<file path="src/rtl/core/json_string_unescape_utf8_unit_macros.svh">
// ----------------------------------------------------------------------------
// JSON string unescape unit: assertion macros
// Shared concurrent assertion forms used by the unescape unit modules.
// ----------------------------------------------------------------------------
`ifndef JSON_STRING_UNESCAPE_UTF8_UNIT_MACROS_SVH
`define JSON_STRING_UNESCAPE_UTF8_UNIT_MACROS_SVH

// The consequent must hold in the same cycle as the antecedent.
`define JSU_ASSERT_SAME(label, clk, rst, pre, post, msg) \
   label: assert property (@(posedge clk) disable iff (rst) (pre) |-> (post)) \
      else $error(msg);

// The consequent must hold in the cycle after the antecedent.
`define JSU_ASSERT_NEXT(label, clk, rst, pre, post, msg) \
   label: assert property (@(posedge clk) disable iff (rst) (pre) |=> (post)) \
      else $error(msg);

`endif

</file>
<file path="src/rtl/core/jsu_pkg.sv">
// ----------------------------------------------------------------------------
// JSON string unescape unit: shared package
// Result types and the character constants of the decoder.
// ----------------------------------------------------------------------------
package jsu_pkg;

   typedef enum logic [1:0] {
      ST_DATA = 2'd0,
      ST_OK   = 2'd1,
      ST_ERR  = 2'd2
   } status_type;

   typedef struct packed {
      status_type  status;
      logic [7:0]  data;
   } result_type;

   // All results caused by one input item; count runs from 0 to 4.
   typedef struct packed {
      logic [2:0]            count;
      result_type [3:0]      res;
   } bundle_type;

   localparam logic [7:0] CH_QUOTE  = 8'h22;
   localparam logic [7:0] CH_BSLASH = 8'h5C;
   localparam logic [7:0] CH_N      = 8'h6E;
   localparam logic [7:0] CH_R      = 8'h72;
   localparam logic [7:0] CH_T      = 8'h74;
   localparam logic [7:0] CH_B      = 8'h62;
   localparam logic [7:0] CH_F      = 8'h66;
   localparam logic [7:0] CH_U      = 8'h75;
   localparam logic [7:0] CH_QMARK  = 8'h3F;
   localparam logic [7:0] CH_LF     = 8'h0A;
   localparam logic [7:0] CH_CR     = 8'h0D;
   localparam logic [7:0] CH_TAB    = 8'h09;
   localparam logic [7:0] CH_BS     = 8'h08;
   localparam logic [7:0] CH_FF     = 8'h0C;

   localparam logic [15:0] CP_TWO_BYTE   = 16'h0080;
   localparam logic [15:0] CP_THREE_BYTE = 16'h0800;
   localparam logic [15:0] CP_SURR_LO    = 16'hD800;
   localparam logic [15:0] CP_SURR_HI    = 16'hDFFF;
   localparam logic [7:0]  UTF8_LEAD2    = 8'hC0;
   localparam logic [7:0]  UTF8_LEAD3    = 8'hE0;
   localparam logic [7:0]  UTF8_CONT     = 8'h80;
   localparam logic [7:0]  UTF8_MASK6    = 8'h3F;

endpackage

</file>
<file path="src/rtl/core/jsu_decode.sv">
// ----------------------------------------------------------------------------
// JSON string unescape unit: decoder
// Input register, parse state and the combinational decode of one byte.
// ----------------------------------------------------------------------------
`include "json_string_unescape_utf8_unit_macros.svh"

module jsu_decode import jsu_pkg::*; (
   input  logic        clock,
   input  logic        reset,
   input  logic        in_valid,
   output logic        in_ready,
   input  logic [7:0]  in_byte,
   input  logic        in_end,
   output logic        bun_valid,
   input  logic        bun_ready,
   output bundle_type  bun
);

   typedef enum logic [1:0] {
      MODE_WAIT,
      MODE_STR,
      MODE_ESC,
      MODE_HEX
   } mode_type;

   logic        s1_valid_ff, s1_valid_in;
   logic [7:0]  byte_ff;
   logic        end_ff;
   mode_type    mode_ff, mode_in;
   logic [1:0]  hex_count_ff, hex_count_in;
   logic [15:0] code_point_ff, code_point_in;

   logic        advance;
   logic        hex_ok;
   logic [3:0]  hex_val;
   logic [15:0] cp_next;
   logic [1:0]  n_data;
   logic [7:0]  data0, data1, data2;
   logic        report;
   status_type  report_status;
   logic        closed;

   always_comb begin
      hex_ok  = 1'b1;
      hex_val = 4'd0;
      if (byte_ff >= 8'h30 && byte_ff <= 8'h39) begin
         hex_val = byte_ff[3:0];
      end else if ((byte_ff >= 8'h61 && byte_ff <= 8'h66) ||
                   (byte_ff >= 8'h41 && byte_ff <= 8'h46)) begin
         hex_val = byte_ff[3:0] + 4'd9;
      end else begin
         hex_ok = 1'b0;
      end
   end

   assign cp_next = {code_point_ff[11:0], hex_val};

   // Parse step: data bytes in order, then at most one report.
   always_comb begin
      mode_in       = mode_ff;
      hex_count_in  = hex_count_ff;
      code_point_in = code_point_ff;
      n_data        = 2'd0;
      data0         = byte_ff;
      data1         = 8'd0;
      data2         = 8'd0;
      report        = 1'b0;
      report_status = ST_ERR;
      closed        = 1'b0;
      unique case (mode_ff)
         MODE_WAIT: begin
            if (byte_ff == CH_QUOTE) begin
               mode_in = MODE_STR;
            end else begin
               report = 1'b1;
               closed = 1'b1;
            end
         end
         MODE_STR: begin
            if (byte_ff == CH_QUOTE) begin
               report        = 1'b1;
               report_status = ST_OK;
               closed        = 1'b1;
               mode_in       = MODE_WAIT;
            end else if (byte_ff == CH_BSLASH) begin
               mode_in = MODE_ESC;
            end else begin
               n_data = 2'd1;
            end
         end
         MODE_ESC: begin
            mode_in = MODE_STR;
            n_data  = 2'd1;
            priority case (byte_ff)
               CH_N: data0 = CH_LF;
               CH_R: data0 = CH_CR;
               CH_T: data0 = CH_TAB;
               CH_B: data0 = CH_BS;
               CH_F: data0 = CH_FF;
               CH_U: begin
                  n_data        = 2'd0;
                  mode_in       = MODE_HEX;
                  hex_count_in  = 2'd0;
                  code_point_in = 16'd0;
               end
               default: data0 = byte_ff;
            endcase
         end
         MODE_HEX: begin
            if (!hex_ok) begin
               report  = 1'b1;
               closed  = 1'b1;
               mode_in = MODE_WAIT;
            end else begin
               code_point_in = cp_next;
               if (hex_count_ff == 2'd3) begin
                  hex_count_in = 2'd0;
                  mode_in      = MODE_STR;
                  if (cp_next < CP_TWO_BYTE) begin
                     n_data = 2'd1;
                     data0  = cp_next[7:0];
                  end else if (cp_next < CP_THREE_BYTE) begin
                     n_data = 2'd2;
                     data0  = UTF8_LEAD2 | {3'd0, cp_next[10:6]};
                     data1  = UTF8_CONT | (cp_next[7:0] & UTF8_MASK6);
                  end else if (cp_next >= CP_SURR_LO && cp_next <= CP_SURR_HI) begin
                     n_data = 2'd1;
                     data0  = CH_QMARK;
                  end else begin
                     n_data = 2'd3;
                     data0  = UTF8_LEAD3 | {4'd0, cp_next[15:12]};
                     data1  = UTF8_CONT | {2'd0, cp_next[11:6]};
                     data2  = UTF8_CONT | (cp_next[7:0] & UTF8_MASK6);
                  end
               end else begin
                  hex_count_in = hex_count_ff + 2'd1;
               end
            end
         end
         default: mode_in = MODE_WAIT;
      endcase
      // Text that ends before the string closes adds an error report.
      if (end_ff && !closed) begin
         report        = 1'b1;
         report_status = ST_ERR;
         mode_in       = MODE_WAIT;
      end
   end

   always_comb begin
      bun                   = '0;
      bun.res[0].data       = data0;
      bun.res[1].data       = data1;
      bun.res[2].data       = data2;
      bun.res[0].status     = ST_DATA;
      bun.res[1].status     = ST_DATA;
      bun.res[2].status     = ST_DATA;
      if (report) begin
         bun.res[n_data].status = report_status;
         bun.res[n_data].data   = 8'd0;
      end
      bun.count = {1'b0, n_data} + {2'd0, report};
   end

   assign bun_valid   = s1_valid_ff && (bun.count != 3'd0);
   assign advance     = s1_valid_ff && ((bun.count == 3'd0) || bun_ready);
   assign in_ready    = !s1_valid_ff || advance;
   assign s1_valid_in = in_valid || (s1_valid_ff && !advance);

   always_ff @(posedge clock) begin
      if (reset) begin
         s1_valid_ff   <= 1'b0;
         mode_ff       <= MODE_WAIT;
         hex_count_ff  <= 2'd0;
         code_point_ff <= 16'd0;
      end else begin
         s1_valid_ff <= s1_valid_in;
         if (advance) begin
            mode_ff       <= mode_in;
            hex_count_ff  <= hex_count_in;
            code_point_ff <= code_point_in;
         end
      end
      if (in_valid && in_ready) begin
         byte_ff <= in_byte;
         end_ff  <= in_end;
      end
   end

   `JSU_ASSERT_NEXT(a_end_returns_to_wait, clock, reset, advance && end_ff, mode_ff == MODE_WAIT, "text end did not return the parser to waiting")
   `JSU_ASSERT_NEXT(a_stalled_item_holds, clock, reset, s1_valid_ff && !advance, s1_valid_ff && $stable(byte_ff) && $stable(mode_ff), "stalled item or parse state changed")
   `JSU_ASSERT_SAME(a_ready_when_empty, clock, reset, !s1_valid_ff, in_ready, "empty input stage refused an item")

endmodule

</file>
<file path="src/rtl/core/jsu_out.sv">
// ----------------------------------------------------------------------------
// JSON string unescape unit: result buffer
// Holds the results of one item and hands them out one per cycle while the receiver is ready.
// ----------------------------------------------------------------------------
`include "json_string_unescape_utf8_unit_macros.svh"

module jsu_out import jsu_pkg::*; (
   input  logic        clock,
   input  logic        reset,
   input  logic        bun_valid,
   output logic        bun_ready,
   input  bundle_type  bun,
   output logic        out_valid,
   input  logic        out_ready,
   output status_type  out_status,
   output logic [7:0]  out_data,
   output logic        out_last
);

   logic       buf_valid_ff;
   bundle_type buf_ff;
   logic [1:0] idx_ff;
   logic       at_last;
   logic       take;

   assign at_last   = ({1'b0, idx_ff} + 3'd1) == buf_ff.count;
   assign take      = buf_valid_ff && out_ready;
   assign bun_ready = !buf_valid_ff || (out_ready && at_last);

   assign out_valid  = buf_valid_ff;
   assign out_status = buf_ff.res[idx_ff].status;
   assign out_data   = buf_ff.res[idx_ff].data;
   assign out_last   = at_last;

   always_ff @(posedge clock) begin
      if (reset) begin
         buf_valid_ff <= 1'b0;
         idx_ff       <= 2'd0;
      end else if (bun_valid && bun_ready) begin
         buf_valid_ff <= 1'b1;
         idx_ff       <= 2'd0;
      end else if (take && at_last) begin
         buf_valid_ff <= 1'b0;
      end else if (take) begin
         idx_ff <= idx_ff + 2'd1;
      end
      if (bun_valid && bun_ready) begin
         buf_ff <= bun;
      end
   end

   `JSU_ASSERT_SAME(a_index_in_range, clock, reset, buf_valid_ff, ({1'b0, idx_ff} < buf_ff.count) && (buf_ff.count <= 3'd4), "result index outside the buffered count")
   `JSU_ASSERT_SAME(a_report_is_last, clock, reset, out_valid && (out_status != ST_DATA), out_last && (out_data == 8'd0), "status report not last or not zero")
   `JSU_ASSERT_NEXT(a_hold_on_stall, clock, reset, out_valid && !out_ready, out_valid && $stable(idx_ff), "result advanced without being taken")

endmodule

</file>
<file path="src/rtl/core/json_string_unescape_utf8_unit.sv">
// ----------------------------------------------------------------------------
// JSON string unescape unit: top level
// A result passes through the input register and then the result buffer.
// Throughput: one item per cycle while each item yields at most one result and
// the receiver is ready; an item that yields several results (up to four)
// holds the result port while the single result register hands them out in turn.
// Reset (synchronous, active high) empties both stages and sets the parser
// to wait for an opening quote with no hex digits collected.
// ----------------------------------------------------------------------------
//
// The decoder holds one input item in a register and decodes it against the
// parse state (waiting, inside the string, after a backslash, collecting hex)
// in one pass of short logic. Every result that the item causes, up to three
// UTF-8 data bytes and one status report, is loaded at once into the result
// buffer. The buffer shows them in order and raises tlast on the final one,
// and it reloads in the same cycle that its last result is taken, so the
// stream does not stall on single-result items. Items that cause no result,
// such as an opening quote or a backslash, update the state and vanish.

module json_string_unescape_utf8_unit import jsu_pkg::*; (
   input  logic        clock,
   input  logic        reset,
   input  logic        req_tvalid,
   output logic        req_tready,
   input  logic [7:0]  req_tdata,   // [7:0] text_byte
   input  logic        req_tlast,   // text_end
   output logic        rsp_tvalid,
   input  logic        rsp_tready,
   output logic [7:0]  rsp_tdata,   // [7:0] out_byte
   output logic [1:0]  rsp_tuser,   // [1:0] status
   output logic        rsp_tlast    // last_of_run
);

   bundle_type bun;
   logic       bun_valid;
   logic       bun_ready;
   status_type rsp_status;

   jsu_decode u_decode (
      .clock     (clock),
      .reset     (reset),
      .in_valid  (req_tvalid),
      .in_ready  (req_tready),
      .in_byte   (req_tdata),
      .in_end    (req_tlast),
      .bun_valid (bun_valid),
      .bun_ready (bun_ready),
      .bun       (bun)
   );

   jsu_out u_out (
      .clock      (clock),
      .reset      (reset),
      .bun_valid  (bun_valid),
      .bun_ready  (bun_ready),
      .bun        (bun),
      .out_valid  (rsp_tvalid),
      .out_ready  (rsp_tready),
      .out_status (rsp_status),
      .out_data   (rsp_tdata),
      .out_last   (rsp_tlast)
   );

   // The status enum travels on the sideband as its plain code.
   assign rsp_tuser = rsp_status;

endmodule

</file>
<file path="config.mk">
export PLATFORM = sky130hd
export DESIGN_NAME = json_string_unescape_utf8_unit
export DESIGN_NICKNAME = d
export VERILOG_FILES = /design/src/rtl/core/jsu_pkg.sv /design/src/rtl/core/jsu_decode.sv /design/src/rtl/core/jsu_out.sv /design/src/rtl/core/json_string_unescape_utf8_unit.sv
export VERILOG_INCLUDE_DIRS = /design/src /design/src/rtl/core
export SDC_FILE = /design/constraint.sdc
export NUM_CORES = 1
export LEC_CHECK = 0
export ABC_AREA = 1
export BUFFER_PORTS_ARGS = -buffer_cell sky130_fd_sc_hd__buf_2
export CORE_MARGIN = 5
export CORE_UTILIZATION = 50
export CTS_BUF_LIST = sky130_fd_sc_hd__clkbuf_4
export CTS_CLUSTER_DIAMETER = 40
export DETAILED_ROUTE_END_ITERATION = 10
export PLACE_DENSITY = 0.68
export SKIP_CTS_REPAIR_TIMING = 1
export SKIP_LAST_GASP = 1
export SLEW_MARGIN = 15
export SYNTH_ARGS = -nofsm -noshare
export SYNTH_HDL_FRONTEND = slang
export SYNTH_HIERARCHICAL = 1
export SYNTH_SLANG_ARGS = --single-unit
export TNS_END_PERCENT = 10
</file>
<file path="constraint.sdc">
create_clock -name clock -period 4.75 [get_ports clock]
set_input_delay 0.2375 -clock clock [delete_from_list [all_inputs] [get_ports clock]]
set_output_delay 0.2375 -clock clock [all_outputs]
set_load 0.01 [all_outputs]
</file>
==> results.sh, run 1 <==
export IMPL_firstDrtPassIters=4
export IMPL_ys_seq_elements=72
export IMPL_leakage_nw=2.01
export IMPL_cts_tree="built"
export IMPL_wl_met2_um=4050
export IMPL_grt_pass1_wl_um=14800
export IMPL_die_w_um=101
export IMPL_period_share=0.734
export IMPL_antenna_found_initial=0
export IMPL_period_minus_slack_ns=3.48
export IMPL_clock_sinks=72
export IMPL_drc=0
export IMPL_dpl_cell_count=641
export IMPL_cp_num_buf_inv=5
export IMPL_wl_per_cell_um=13.3
export IMPL_cp_required_ns=4.80
export IMPL_p_per_area_nw_per_um2=273
export IMPL_ir_drop_mv=0.128
export IMPL_detail_route_antenna_nets=0
export IMPL_die_h_um=101
export IMPL_synth_top_cell_area_share=0.375
export IMPL_syn_to_final_growth_pct=8.89
export IMPL_htreeDepth=3
export IMPL_synth_async_reset_ratio=0
export IMPL_finalSetupTns_ns=0
export IMPL_cp_max_fo=43
export IMPL_final_cell_count_no_fill=666
export IMPL_synth_cell_type_count=38
export IMPL_synthFlopType="edfxtp_1"
export IMPL_drv_cap=0
export IMPL_cpMaxStageDelayCell="edfxtp_1"
export IMPL_yosysTopAreaCell="edfxtp_1"
export IMPL_wl_met1_um=4100
export IMPL_viasPerCell=5.02
export IMPL_grt_max_degree=44
export IMPL_ys_warn_count=6
export IMPL_slew_headroom=0.470
export IMPL_final_common_cell="nand2_1"
export IMPL_dr_wl_met3_um=453
export IMPL_avgSynthCellArea_um2=7.96
export IMPL_grt_use_total=0.183
export IMPL_grt_overflow_total=0
export IMPL_critPathKind="reg2reg"
export IMPL_port_buffers=25
export IMPL_syn_inst=523
export IMPL_crit_family="buffers and inverters"
export IMPL_gp_congestion=0.961
export IMPL_netlist_area_um2=4170
export IMPL_routed_top_layer="met4"
export IMPL_grt_setup_unrepaired="false"
export IMPL_hp_class="in2reg"
export IMPL_startpoint_type="register"
export IMPL_root_buffer="clkbuf_4"
export IMPL_start_util=0.509
export IMPL_path_clk_slew_ns=0.11
export IMPL_tightest_slew_ns=0.793
export IMPL_cp_end_kind="register"
export IMPL_yosysSeqAreaShare=0.471
export IMPL_dieArea_um2=10300
export IMPL_clock_latency_ns=0.41
export IMPL_setup_viol=0
export IMPL_rows=33
export IMPL_cts_buffers=9
export IMPL_layout_nets=577
export IMPL_maxSlewViolCount=0
export IMPL_fmax_mhz=287
export IMPL_n_antenna_cell=0
export IMPL_final_cell_mix="122 x nand2_1, 77 x nor2_1, 65 x inv_1"
export IMPL_clockBufferDepth=2
export IMPL_drt_wl_total_um=8870
export IMPL_outcome="finished clean"
export IMPL_crit_arrival_ns=3.53
export IMPL_yosys_top_cells_area="edfxtp_1 37%, nand2_1 11%, dfxtp_1 9.6%"
export IMPL_drive_gt1_frac=0.144
export IMPL_place_detailed_hpwl_um=6690
export IMPL_io_pins=26
export IMPL_fin_worst_skew_ns=0.0158
export IMPL_grt_pass1_vias=3192
export IMPL_hold_viol_final=0
export IMPL_drtIter0Drc=181
export IMPL_num_vias=3341
export IMPL_cp_slowest_stage_delay_ns=0.46
export IMPL_core_area_um2=8180
export IMPL_synth_edf_count=52
export IMPL_worstPathCellList="inv_1, ha_1, o21ai_1, nand2_1, nand2_4, nand3_1, nand2_1, nor2_1, inv_2, ha_1, ha_1, inv_1, a31oi_1, nand3_2, inv_1, buf_4"
flip-flops by register name (all words and copies together) (netlist names):
signal                  flops
u_decode/byte_ff            8
u_decode/code_point_ff     12
u_decode/end_ff             1
u_decode/hex_count_ff       2
u_decode/mode_ff            2
u_decode/s1_valid_ff        1
u_out/buf_ff               43
u_out/idx_ff                2
u_out/out_valid             1
path summary, 6_finish.rpt:
check                                  from                   endpoint  slack (ns)  cells after the start
setup / recovery        u_decode/byte_ff[0]            u_out/buf_ff[4]        1.27                     16
hold / removal                   req_tvalid       u_decode/s1_valid_ff        0.07                      3
setup reg to reg        u_decode/byte_ff[0]            u_out/buf_ff[4]        1.27                     16
hold reg to reg   u_decode/code_point_ff[8]  u_decode/code_point_ff[8]        0.47                      2
cells in the mapped netlist (2+ instances only):
cell type	number
a31oi_1	2
ha_1	8
nor3_1	4
nand3_1	32
nor2_2	7
a21oi_1	22
inv_2	6
dfxtp_1	20
buf_4	16
nand3_2	3
nand2_2	11
o22ai_1	12
buf_2	5
edfxtp_1	52
o21ai_1	2
clkbuf_1	2
inv_1	65
nor2_4	2
nand2_1	122
nand2_4	2
o21ai_0	29
nand4_1	5
nor2_1	77
nand3_4	3
worst min-delay path: cells and delay by family:
family / cells / cell delay (ns)
buffers and inverters: 2 / 0.14
AOI/OAI and AO/OA: 1 / 0.05
per-stage QoR:
step                total power (W)  setup slack [ns]  hold slack (ns)  instance area, um2   util
finish                      0.00124              1.27           0.0708                4540  0.555
global route                0.00130             0.974           0.0723                4540  0.555
CTS                         0.00124              1.27          -0.0305                4450  0.544
detailed placement         0.000866              1.28            0.416                4310  0.527
global placement           0.000865              1.39            0.415                4310  0.527
floorplan                  0.000834              1.20            0.310                4210      -
where the power goes:
part | switching (W) | internal (W)
logic | 0.0000850 | 0.0000458
clock network | 0.000219 | 0.000160
registers | 0.0000191 | 0.000707
area by class of cell:
cell class                 instances  area, um2
fill                             772       3640
sequential                        72       1960
multi-input combinational        365       1800
inverter                          73        282
timing repair buffer              35        223
tap                              105        131
clock inverter                     7       71.3
clock buffer                       9       67.6
layer usage:
metal  track usage  vias up
met5             0        -
met4        0.0900        0
met3        0.0255       22
met2         0.292       84
met1         0.246     1494
li1              -     1741
cells by family after synthesis:
| kind of cell | share of synthesized area |
|---|---|
| adders and majority gates | 0.0240 |
| buffers and inverters | 0.108 |
| xor gates and xnor gates | 0.00391 |
| and+or+nand+nor | 0.294 |
| other | 0.000900 |
| DFF | 0.471 |
| AOI/OAI and AO/OA | 0.0982 |
No activity file was read; power rests on OpenSTA's default activity.
==> run 2: changes to the inputs <==
==> constraint.sdc (replaced) <==
create_clock -name clock -period 3.3 [get_ports clock]
set_input_delay 0.165 -clock clock [delete_from_list [all_inputs] [get_ports clock]]
set_output_delay 0.165 -clock clock [all_outputs]
set_load 0.01 [all_outputs]
==> run 2 against run 1 <==
Sequential cell count unchanged. Die area stayed put. Core utilization up 2.2 points. Critical path depth down 1. Final cell count increased by 2.3%.
==> results.sh, run 2 (synthesized netlist as in run 1, its figures left out) <==
export IMPL_firstDrtPassIters=5
export IMPL_final_common_cell="nand2_1"
export IMPL_setup_viol=0
export IMPL_drive_gt1_frac=0.174
export IMPL_finalSetupTns_ns=0
export IMPL_cp_end_kind="primary output"
export IMPL_hold_slack_ns=0.137
export IMPL_cp_max_fo=8
export IMPL_design_area_um2=4720
export IMPL_largest_reg_flops=43
export IMPL_leakage_nw=2.09
export IMPL_drt_wl_total_um=9270
export IMPL_dieArea_um2=10300
export IMPL_place_detailed_hpwl_um=6820
export IMPL_cp_slowest_stage_delay_ns=0.45
export IMPL_critPathKind="reg2out"
export IMPL_core_area_um2=8180
export IMPL_cp_required_ns=3.13
export IMPL_startpoint_type="register"
export IMPL_worstPathCellList="inv_1, ha_2, o21ai_1, nand2_1, nand2_4, nand3_1, nand2_1, nor2_1, inv_2, ha_1, ha_1, inv_1, a31oi_4, nand2_2, buf_2"
export IMPL_place_ws_ns=0.119
export IMPL_top_register="u_out/buf_ff"
export IMPL_p_per_area_nw_per_um2=399
export IMPL_io_pins=26
export IMPL_maxSlewViolCount=0
export IMPL_grt_use_total=0.189
export IMPL_fmax_mhz=328
export IMPL_clockBufferDepth=2
export IMPL_ir_drop_mv=0.240
export IMPL_drc=0
export IMPL_layout_nets=592
export IMPL_hp_class="in2reg"
export IMPL_reg_top3="u_out/buf_ff: 43 flops, u_decode/code_point_ff: 12 flops, u_decode/byte_ff: 8 flops"
export IMPL_gp_congestion=0.922
export IMPL_viasPerCell=5.08
export IMPL_wl_per_cell_um=13.6
export IMPL_clock_sinks=72
export IMPL_crit_family="adder cells"
export IMPL_fillCellCount=760
export IMPL_cp_num_buf_inv=4
export IMPL_final_cell_mix="121 x nand2_1, 77 x nor2_1, 63 x inv_1"
export IMPL_grt_pass1_vias=3143
export IMPL_fin_worst_skew_ns=0.0221
export IMPL_port_buffers=25
export IMPL_root_buffer="clkbuf_4"
export IMPL_detail_route_antenna_nets=0
export IMPL_htreeDepth=3
export IMPL_rows=33
export IMPL_die_h_um=101
export IMPL_syn_to_final_growth_pct=13.3
export IMPL_fin_util=0.577
export IMPL_grt_overflow_total=0
export IMPL_grt_setup_unrepaired="false"
export IMPL_grt_pass1_wl_um=15200
export IMPL_path_clk_slew_ns=0.12
export IMPL_period_minus_slack_ns=3.05
export IMPL_cts_tree="built"
export IMPL_cts_buffers=9
export IMPL_setup_ws_ns=0.250
export IMPL_start_util=0.509
export IMPL_hold_viol_final=0
export IMPL_cpMaxStageDelayCell="edfxtp_1"
export IMPL_dpl_cell_area_um2=4410
export IMPL_die_w_um=101
export IMPL_num_vias=3461
export IMPL_n_antenna_cell=0
export IMPL_grt_max_degree=44
export IMPL_crit_arrival_ns=2.88
export IMPL_antenna_found_initial=0
export IMPL_drtIter0Drc=211
export IMPL_drv_cap=0
export IMPL_clock_latency_ns=0.41
export IMPL_period_share=0.924
export IMPL_outcome="finished clean"
[run 2: changes by cell type in the layout (fill, tap and decap cells not counted), sizes merged]
cell,delta
dlygate4sd3,+1
buf,+14
inv,-2
bufinv,+1
clkbuf,+1
[run 2: final timing paths]
path                            slack, ns                       from  cells past startpoint                         to
worst min-delay path                 0.14                      reset                      2            u_out/out_valid
worst max register to register       0.28        u_decode/byte_ff[1]                     16           u_out/buf_ff[30]
worst min register to register       0.47  u_decode/code_point_ff[8]                      2  u_decode/code_point_ff[8]
worst max-delay path                 0.25        u_decode/byte_ff[1]                     15                 req_tready
[run 2: layer usage]
| layer | track usage | wire length [um] |
|---|---|---|
| met1 | 0.246 | 4240 |
| met2 | 0.311 | 4420 |
| met3 | 0.0441 | 483 |
| met4 | 0.0613 | 121 |
| met5 | 0 | 0 |
[run 2: power breakdown]
group          leakage [nW]  internal [W]  switching [W]
Combinational          1.36     0.0000790       0.000137
Sequential            0.651       0.00102      0.0000211
Clock                0.0840      0.000314       0.000316
Total                  2.09       0.00141       0.000474
[run 2: area by class of cell]
cell class	count	area (um2)	area share
Clock buffer	10	75.1	0.0159
Clock inverter	6	85.1	0.0180
Inverter	73	285	0.0605
Multi-Input combinational cell	365	1830	0.388
Sequential cell	72	1960	0.416
Tap cell	105	131	0.0278
Timing Repair Buffer	50	350	0.0743
[run 2: through the flow]
step                total power (W)  std cells
finish                      0.00188        681
global route                0.00198        681
CTS                         0.00188        669
detailed placement          0.00126        653
global placement            0.00126        653
floorplan                   0.00120        535
==> run 3: changes to the inputs <==
--- a/config.mk
+++ b/config.mk
@@ -13,7 +13,7 @@
 export CTS_BUF_LIST = sky130_fd_sc_hd__clkbuf_4
 export CTS_CLUSTER_DIAMETER = 40
 export DETAILED_ROUTE_END_ITERATION = 10
-export PLACE_DENSITY = 0.68
+export PLACE_DENSITY_LB_ADDON = 0.1
 export SKIP_CTS_REPAIR_TIMING = 1
 export SKIP_LAST_GASP = 1
 export SLEW_MARGIN = 15
==> run 3 against run 2 <==
Combinational power about the same. Maximum frequency shrank 2.7%. Clock power shrank 10%. Critical endpoint unchanged. Critical path type unchanged.
==> results.sh, run 3 (synthesized netlist as in run 1, its figures left out) <==
export IMPL_period_share=0.950
export IMPL_ir_drop_mv=0.209
export IMPL_cp_required_ns=3.13
export IMPL_cp_slowest_stage_delay_ns=0.47
export IMPL_critPathCapture="req_tready"
export IMPL_hp_class="in2reg"
export IMPL_gp_congestion=0.954
export IMPL_slew_headroom=0.652
export IMPL_worstPathCellList="inv_1, ha_1, nand3b_1, nand3_2, nand2_4, inv_2, nor2_2, nand2_2, inv_1, ha_1, inv_1, a31oi_4, nand2_2, buf_2"
export IMPL_grt_pass1_wl_um=16000
export IMPL_die_w_um=101
export IMPL_grt_max_degree=44
export IMPL_place_ws_ns=0.156
export IMPL_wl_per_cell_um=14.1
export IMPL_clock_latency_ns=0.42
export IMPL_r2r_end="u_decode/code_point_ff[6]"
export IMPL_core_area_um2=8180
export IMPL_setup_ws_ns=0.165
export IMPL_period_minus_slack_ns=3.13
export IMPL_grt_use_total=0.200
export IMPL_cts_tree="built"
export IMPL_finalPower_w=0.00182
export IMPL_viasPerCell=4.99
export IMPL_tightest_slew_ns=0.517
export IMPL_antenna_found_initial=0
export IMPL_die_h_um=101
export IMPL_final_cell_mix="121 x nand2_1, 77 x nor2_1, 62 x inv_1"
export IMPL_maxSlewViolCount=0
export IMPL_drt_wl_total_um=9590
export IMPL_drive_gt1_frac=0.174
export IMPL_largest_reg_flops=43
export IMPL_top_register="u_out/buf_ff"
export IMPL_r2r_cells=18
export IMPL_startpoint_type="register"
export IMPL_drc=0
export IMPL_reg2reg_slack_ns=0.19
export IMPL_clock_sinks=72
export IMPL_n_antenna_cell=0
export IMPL_crit_start="u_decode/byte_ff[1]"
export IMPL_p_per_area_nw_per_um2=388
export IMPL_port_buffers=25
export IMPL_grt_pass1_vias=3349
export IMPL_setup_viol=0
export IMPL_io_pins=26
export IMPL_reg_top3="u_out/buf_ff: 43 flops, u_decode/code_point_ff: 12 flops, u_decode/byte_ff: 8 flops"
export IMPL_critPathKind="reg2out"
export IMPL_drv_cap=0
export IMPL_rows=33
export IMPL_final_common_cell="nand2_1"
export IMPL_fmax_mhz=319
export IMPL_root_buffer="clkbuf_4"
export IMPL_start_util=0.509
export IMPL_crit_arrival_ns=2.97
export IMPL_place_detailed_hpwl_um=7150
export IMPL_grt_overflow_total=0
export IMPL_outcome="finished clean"
export IMPL_clockBufferDepth=2
export IMPL_dpl_cell_count=652
export IMPL_cp_max_fo=8
export IMPL_cp_common_cell="inv_1"
export IMPL_leakage_nw=2.07
export IMPL_syn_to_final_growth_pct=12.5
export IMPL_drtIter0Drc=181
export IMPL_final_cell_count_no_fill=680
export IMPL_hold_viol_final=0
export IMPL_detail_route_antenna_nets=0
export IMPL_dieArea_um2=10300
export IMPL_layout_nets=591
export IMPL_firstDrtPassIters=5
export IMPL_htreeDepth=3
export IMPL_fin_worst_skew_ns=0.0196
export IMPL_path_clk_slew_ns=0.12
export IMPL_cpMaxStageDelayCell="edfxtp_1"
export IMPL_rr_startpoint="u_decode/byte_ff[1]"
export IMPL_num_vias=3393
export IMPL_cts_buffers=9
export IMPL_cp_end_kind="primary output"
[run 3: how the worst min path moves through the flow]
| stage | start | end | slack [ns] | cells past startpoint |
|---|---|---|---|---|
| 2_1_floorplan | reset | u_out/out_valid | 0.24 | 1 |
| 3_3_place_gp | req_tdata[0] | u_decode/byte_ff[0] | 0.34 | 1 |
| 3_5_place_dp | req_tdata[1] | u_decode/byte_ff[1] | 0.34 | 1 |
| 4_1_cts | req_tdata[2] | u_decode/byte_ff[2] | -0.11 | 1 |
| 5_1_grt | reset | u_out/out_valid | 0.13 | 2 |
| 6_report | reset | u_out/out_valid | 0.13 | 2 |
[run 3: cell type report]
class / instances / area (um2)
clock buffer: 9 / 67.6
clock inverter: 7 / 71.3
fill: 789 / 3490
inverter: 73 / 288
multi-input combinational: 365 / 1820
sequential: 72 / 1960
tap: 105 / 131
timing repair buffer: 49 / 343
[run 3: routing by layer]
layer	routed length [um]	global-route usage	vias to the layer above	share of wire
met1	4600	0.265	1539	0.48
met2	4490	0.332	66	0.47
met5	0	0	-	0
met4	121	0.0777	0	0.013
met3	380	0.0269	12	0.040
li1	-	-	1776	-
[run 3: report_power, final]
part           total [W]  internal [W]  switching, W
Combinational   0.000215     0.0000791      0.000136
Clock           0.000566      0.000231      0.000335
Sequential       0.00104       0.00102     0.0000208
[run 3: metrics by stage]
stage                     hold WS, ns  area, um2   util   TNS, ns
after CTS                      -0.115       4540  0.556  -0.00139
final                           0.135       4690  0.573         0
after global routing            0.127       4690  0.573    -0.104
after global placement          0.341       4410  0.539         0
after floorplan                 0.237       4210      -         0
after detailed placement        0.344       4410  0.539         0
[run 3: critical path: cells and delay by family (launching register included)]
family          cells  cell delay (ns)
simple gates        6             0.87
buf+inv             5             0.58
flops               1             0.47
fa+ha+maj           2             0.41
compound gates      1             0.23
